**config.mk**
```make
export PLATFORM = sky130hd
export DESIGN_NAME = bpb_queue
export DESIGN_NICKNAME = d
export VERILOG_FILES = /design/src/rtl/bpb_pkg.sv /design/src/rtl/bpb_queue.sv
export SDC_FILE = /design/constraint.sdc
export NUM_CORES = 1
export LEC_CHECK = 0
export BUFFER_PORTS_ARGS = -buffer_cell sky130_fd_sc_hd__buf_2
export CORE_ASPECT_RATIO = 0.7
export CORE_MARGIN = 2
export CORE_UTILIZATION = 51
export DETAILED_ROUTE_END_ITERATION = 10
export PLACE_DENSITY = 0.81
export SLEW_MARGIN = 30
export SYNTH_ARGS = -nofsm -noshare
export SYNTH_HDL_FRONTEND = slang
export SYNTH_SLANG_ARGS = --single-unit
```
**constraint.sdc**
```tcl
create_clock -name i_clk -period 3.6 [get_ports i_clk]
set_input_delay 0.72 -clock i_clk [delete_from_list [all_inputs] [get_ports i_clk]]
set_output_delay 0.72 -clock i_clk [all_outputs]
set_load 0.02 [all_outputs]
```
**src/rtl/bpb_pkg.sv**
```systemverilog
// Package for the Blinn-Phong reflectance and density evaluator.
// Holds payload structs, fixed-point constants and register codes.
// No dependencies.
package bpb_pkg;

    // Field widths fixed by the item format.
    localparam int COMPONENT_WIDTH = 16;
    localparam int RESULT_WIDTH    = 32;

    // Fixed-point constants (Q30 values, Q32 reciprocal of pi).
    localparam logic [30:0]        Q30_ONE     = 31'd1073741824;
    localparam logic [30:0]        INVPI_Q32   = 31'd1367130551;
    localparam logic signed [33:0] HORIZON_Q30 = 34'sd107374;
    localparam logic [33:0]        EPS_Q30     = 34'd1074;

    // Queue between the front and the back.
    localparam int QUEUE_DEPTH = 4;

    // Configuration register codes, in address order.
    typedef enum logic [2:0] {
        REG_KD_R,
        REG_KD_G,
        REG_KD_B,
        REG_KS_R,
        REG_KS_G,
        REG_KS_B,
        REG_SHIN
    } t_reg;

    // One input item.
    typedef struct packed {
        logic signed [COMPONENT_WIDTH-1:0] out_dir_x;
        logic signed [COMPONENT_WIDTH-1:0] out_dir_y;
        logic signed [COMPONENT_WIDTH-1:0] out_dir_z;
        logic signed [COMPONENT_WIDTH-1:0] surf_normal_x;
        logic signed [COMPONENT_WIDTH-1:0] surf_normal_y;
        logic signed [COMPONENT_WIDTH-1:0] surf_normal_z;
        logic signed [COMPONENT_WIDTH-1:0] in_dir_x;
        logic signed [COMPONENT_WIDTH-1:0] in_dir_y;
        logic signed [COMPONENT_WIDTH-1:0] in_dir_z;
    } t_in;

    // One result item.
    typedef struct packed {
        logic [RESULT_WIDTH-1:0] reflect_red;
        logic [RESULT_WIDTH-1:0] reflect_green;
        logic [RESULT_WIDTH-1:0] reflect_blue;
        logic [RESULT_WIDTH-1:0] sample_density;
        logic                    below_horizon;
    } t_out;

    // Classified item as it waits in the queue.
    typedef struct packed {
        logic [33:0]        num;
        logic signed [33:0] dni;
        logic [33:0]        l2;
        logic               below;
    } t_job;

    // Data that travels beside the arithmetic pipelines.
    typedef struct packed {
        logic [33:0]        aux;
        logic signed [33:0] dni;
        logic               below;
    } t_side;

    // Coefficients derived from the configuration registers.
    typedef struct packed {
        logic [32:0]       coef;
        logic [2:0][14:0]  diff;
        logic [2:0][32:0]  ck;
    } t_coef;

    // Clamp a value to the largest result.
    function automatic logic [RESULT_WIDTH-1:0] saturate(input logic [63:0] v);
        logic [63:0] top;
        top = (64'd1 << RESULT_WIDTH) - 64'd1;
        return (v > top) ? top[RESULT_WIDTH-1:0] : v[RESULT_WIDTH-1:0];
    endfunction

endpackage

```
**src/rtl/bpb_queue.sv**
```systemverilog
// Short queue that decouples the front end from the arithmetic back end.
// Depends on bpb_pkg.
module bpb_queue (
    input  logic           i_clk,
    input  logic           i_rst_n,
    input  logic           i_push,
    input  bpb_pkg::t_job  i_job,
    input  logic           i_pop,
    output logic           o_full,
    output logic           o_nonempty,
    output bpb_pkg::t_job  o_job
);

    localparam int PtrW = $clog2(bpb_pkg::QUEUE_DEPTH);

    bpb_pkg::t_job   r_mem [bpb_pkg::QUEUE_DEPTH];
    logic [PtrW-1:0] r_wptr, r_rptr;
    logic [PtrW:0]   r_count;

    assign o_full     = (r_count == (PtrW+1)'(bpb_pkg::QUEUE_DEPTH));
    assign o_nonempty = (r_count != '0);
    assign o_job      = r_mem[r_rptr];

    // Storage is written at the tail.
    always_ff @(posedge i_clk) begin
        if (i_push) begin
            r_mem[r_wptr] <= i_job;
        end
    end

    // Pointers and fill count.
    always_ff @(posedge i_clk) begin
        if (!i_rst_n) begin
            r_wptr  <= '0;
            r_rptr  <= '0;
            r_count <= '0;
        end else begin
            if (i_push) begin
                r_wptr <= r_wptr + 1'b1;
            end
            if (i_pop) begin
                r_rptr <= r_rptr + 1'b1;
            end
            if (i_push && !i_pop) begin
                r_count <= r_count + 1'b1;
            end else if (!i_push && i_pop) begin
                r_count <= r_count - 1'b1;
            end
        end
    end

    // The fill count tracks pushes and pops exactly.
    a_count_up: assert property (@(posedge i_clk) disable iff (!i_rst_n)
        i_push && !i_pop |=> r_count == $past(r_count) + 1'b1)
        else $error("queue count did not follow a push");

    a_no_empty_pop: assert property (@(posedge i_clk) disable iff (!i_rst_n)
        i_pop |-> r_count != '0)
        else $error("queue popped while empty");

endmodule

```
==> impl_metrics.ini <==
[final_layout]
final_cell_mix = edfxtp_1 (412), buf_2 (211), mux4_2 (103)
drive_gt1_share_pct = 45.3
final_common_cell = edfxtp_1
finalNetCount = 939
area_growth_pct = 18.1
fin_area_um2 = 18200
utilization_pct = 60.9
stdcell_count = 1243

[routing]
ant_nets = 0
routed-via-count = 6906
routed_wl_um = 28000
drc = 0
via_per_inst = 5.56
drt-wirelength-per-cell_um = 22.5
drtIter0Drc = 551
first_pass_iters = 5

[critical_path]
reg2reg_from = r_wptr[1]$_SDFFE_PN0P_
r2r_slack_ns = 1.73
rr_worst_depth = 4
reg2reg_to = r_mem[1][61]$_DFFE_PP_
path_class = flop to primary output
crit_fanout = 30
crit_required_ns = 2.88
crit_path_end_kind = primary output
startpoint_type = flop
worst_ep_arrival_time_ns = 2.27

[timing]
relSlewSlack_pct = 57.9
min_period_ns = 2.99
finalSetupViolations = 0
drv_slew = 0
rsz0062_at_grt = false
fmax_mhz = 334
finalClockSkew_ns = 0.00741
min_period_over_period_pct = 83.2
tightestPinTransition_ns = 0.631
hold_viol_final = 0
fin_tns_setup_ns = 0

[synthesis]
syn_inst = 581
yosysTopAreaCellShare_pct = 80.4
synth_nets = 694
synth_cell_types = 21
synth.cell_area_um2 = 15400
yosys.area.top_type = edfxtp_1
yosysSeqAreaShare_pct = 81.6
ys_ff_latch = 421
synth.area.top_cells = edfxtp_1 (80%), mux4_2 (15%), dfxtp_1 (1.2%), buf_12 (1.0%), ha_1 (0.41%)
synth_warnings = 0
avgSynthCellArea_um2 = 26.5

[flow_run]
cap_violations = 0

[clock_tree]
insertion_delay_ns = 0.53
cts.sinks = 421
clockBufferDepth = 3
clk_pin_slew_worst_paths_ns = 0.06
cts.hold.buffers_added = 0
numCtsBuffers = 39
cts_htree_levels = 2
cts_resized = 0
postCtsSetupBuffers = 0
cts-root-buf = clkbuf_16
cts_tree = yes

[global_route]
grt_pass1_wl_um = 42900
gr-total-overflow = 0
grt_max_degree = 62
grt_pass1_vias = 7350
antenna_found_initial = 7
grt_usage_pct = 18.2

[power_and_ir_drop]
irDropWorstVdd_mv = 0.506
power.density_nw_per_um2 = 601
power_leakage_nw = 6.11

[status]
status = finished clean

[placement]
gp_congestion = 0.714
place_area_um2 = 16900
dpl.hpwl_um = 17100
placed_cells = 1170
io_buffers = 211

[floorplan]
start_util_pct = 51.6
fp.coreArea_um2 = 29800
num_rows = 53
io_pins = 212
die_x_um = 212
dieArea_um2 = 31600
die_h_um = 149

[min_path]
min_from = i_job[9]
holdCritPathClass = primary input to flop
hold_depth = 1
worstHoldEndpoint = r_mem[3][9]$_DFFE_PP_
kinds of logic (layout without fill, tap and decap cells):
family	count (synthesis)	after routing	synth area share [%]
AOI/OAI and AO/OA	2	2	0.0813
buffers and inverters	27	302	1.69
other	0	2	0
adders and majority gates	6	6	0.537
and+or+nand+nor	15	15	0.602
muxes	105	105	15.2
DFF	421	421	81.6
xor gates and xnor gates	5	5	0.285
worst max-delay path by stage:
stage | startpoint | cells past startpoint | endpoint
2_1_floorplan | i_push | 1 | r_mem[0][0]$_DFFE_PP_
6_report | flop | 3 | o_job[25]
3_3_place_gp | flop | 3 | o_job[64]
5_1_grt | flop | 3 | o_job[17]
4_1_cts | flop | 3 | o_job[17]
3_5_place_dp | flop | 3 | o_job[17]
state kept, by name, indices dropped and copies added (netlist names), named ones only:
signal   flops
r_mem      412
r_count      3
r_rptr       2
r_wptr       2
critical path: stages, from the launching register on:
cell	delay, ns
dfxtp_4	0.64
buf_12	0.32
mux4_2	0.59
buf_2	0.19
cell type report:
type,instances,area [um^2]
Antenna cell,2,5.00
Clock buffer,52,1070
Clock inverter,19,189
Fill cell,2033,11700
Inverter,4,15.0
Multi-Input combinational cell,133,2580
Sequential cell,421,12600
Tap cell,385,482
Timing Repair Buffer,227,1260
cells in the mapped netlist:
cell	number
or3_1	2
inv_1	4
buf_12	8
nor3b_1	1
and2_1	9
mux4_2	103
o21ai_0	1
fa_1	1
buf_6	1
dfxtp_1	9
nand2_1	1
buf_2	8
xor2_1	3
mux2i_1	2
nor2b_1	2
buf_1	3
a21boi_0	1
xnor2_1	2
ha_1	5
buf_4	3
edfxtp_1	412
metrics by stage:
| stage | hold slack (ns) | total power, mW | worst slack (ns) |
|---|---|---|---|
| final | 0.405 | 10.9 | 0.605 |
| after CTS | 0.374 | 11.0 | 0.512 |
| after detailed placement | 0.520 | 6.98 | 1.08 |
| after floorplan | 0.467 | 6.58 | 0.0311 |
| after global routing | 0.388 | 11.3 | 0.430 |
| after global placement | 0.487 | 6.95 | 1.08 |
metal layers:
layer / up-vias / GRT usage (%) / routed length, um
li1: 3000 / - / -
met1: 3582 / 25.7 / 11900
met2: 269 / 27.9 / 13100
met3: 49 / 5.49 / 2450
met4: 6 / 4.93 / 517
met5: - / 0 / 33
power breakdown:
part / switching (mW) / internal (mW)
Clock: 1.68 / 2.37
Combinational: 0.671 / 0.476
Sequential: 0.0841 / 5.63
Total: 2.44 / 8.48
Power figures use the tool's default switching activity.
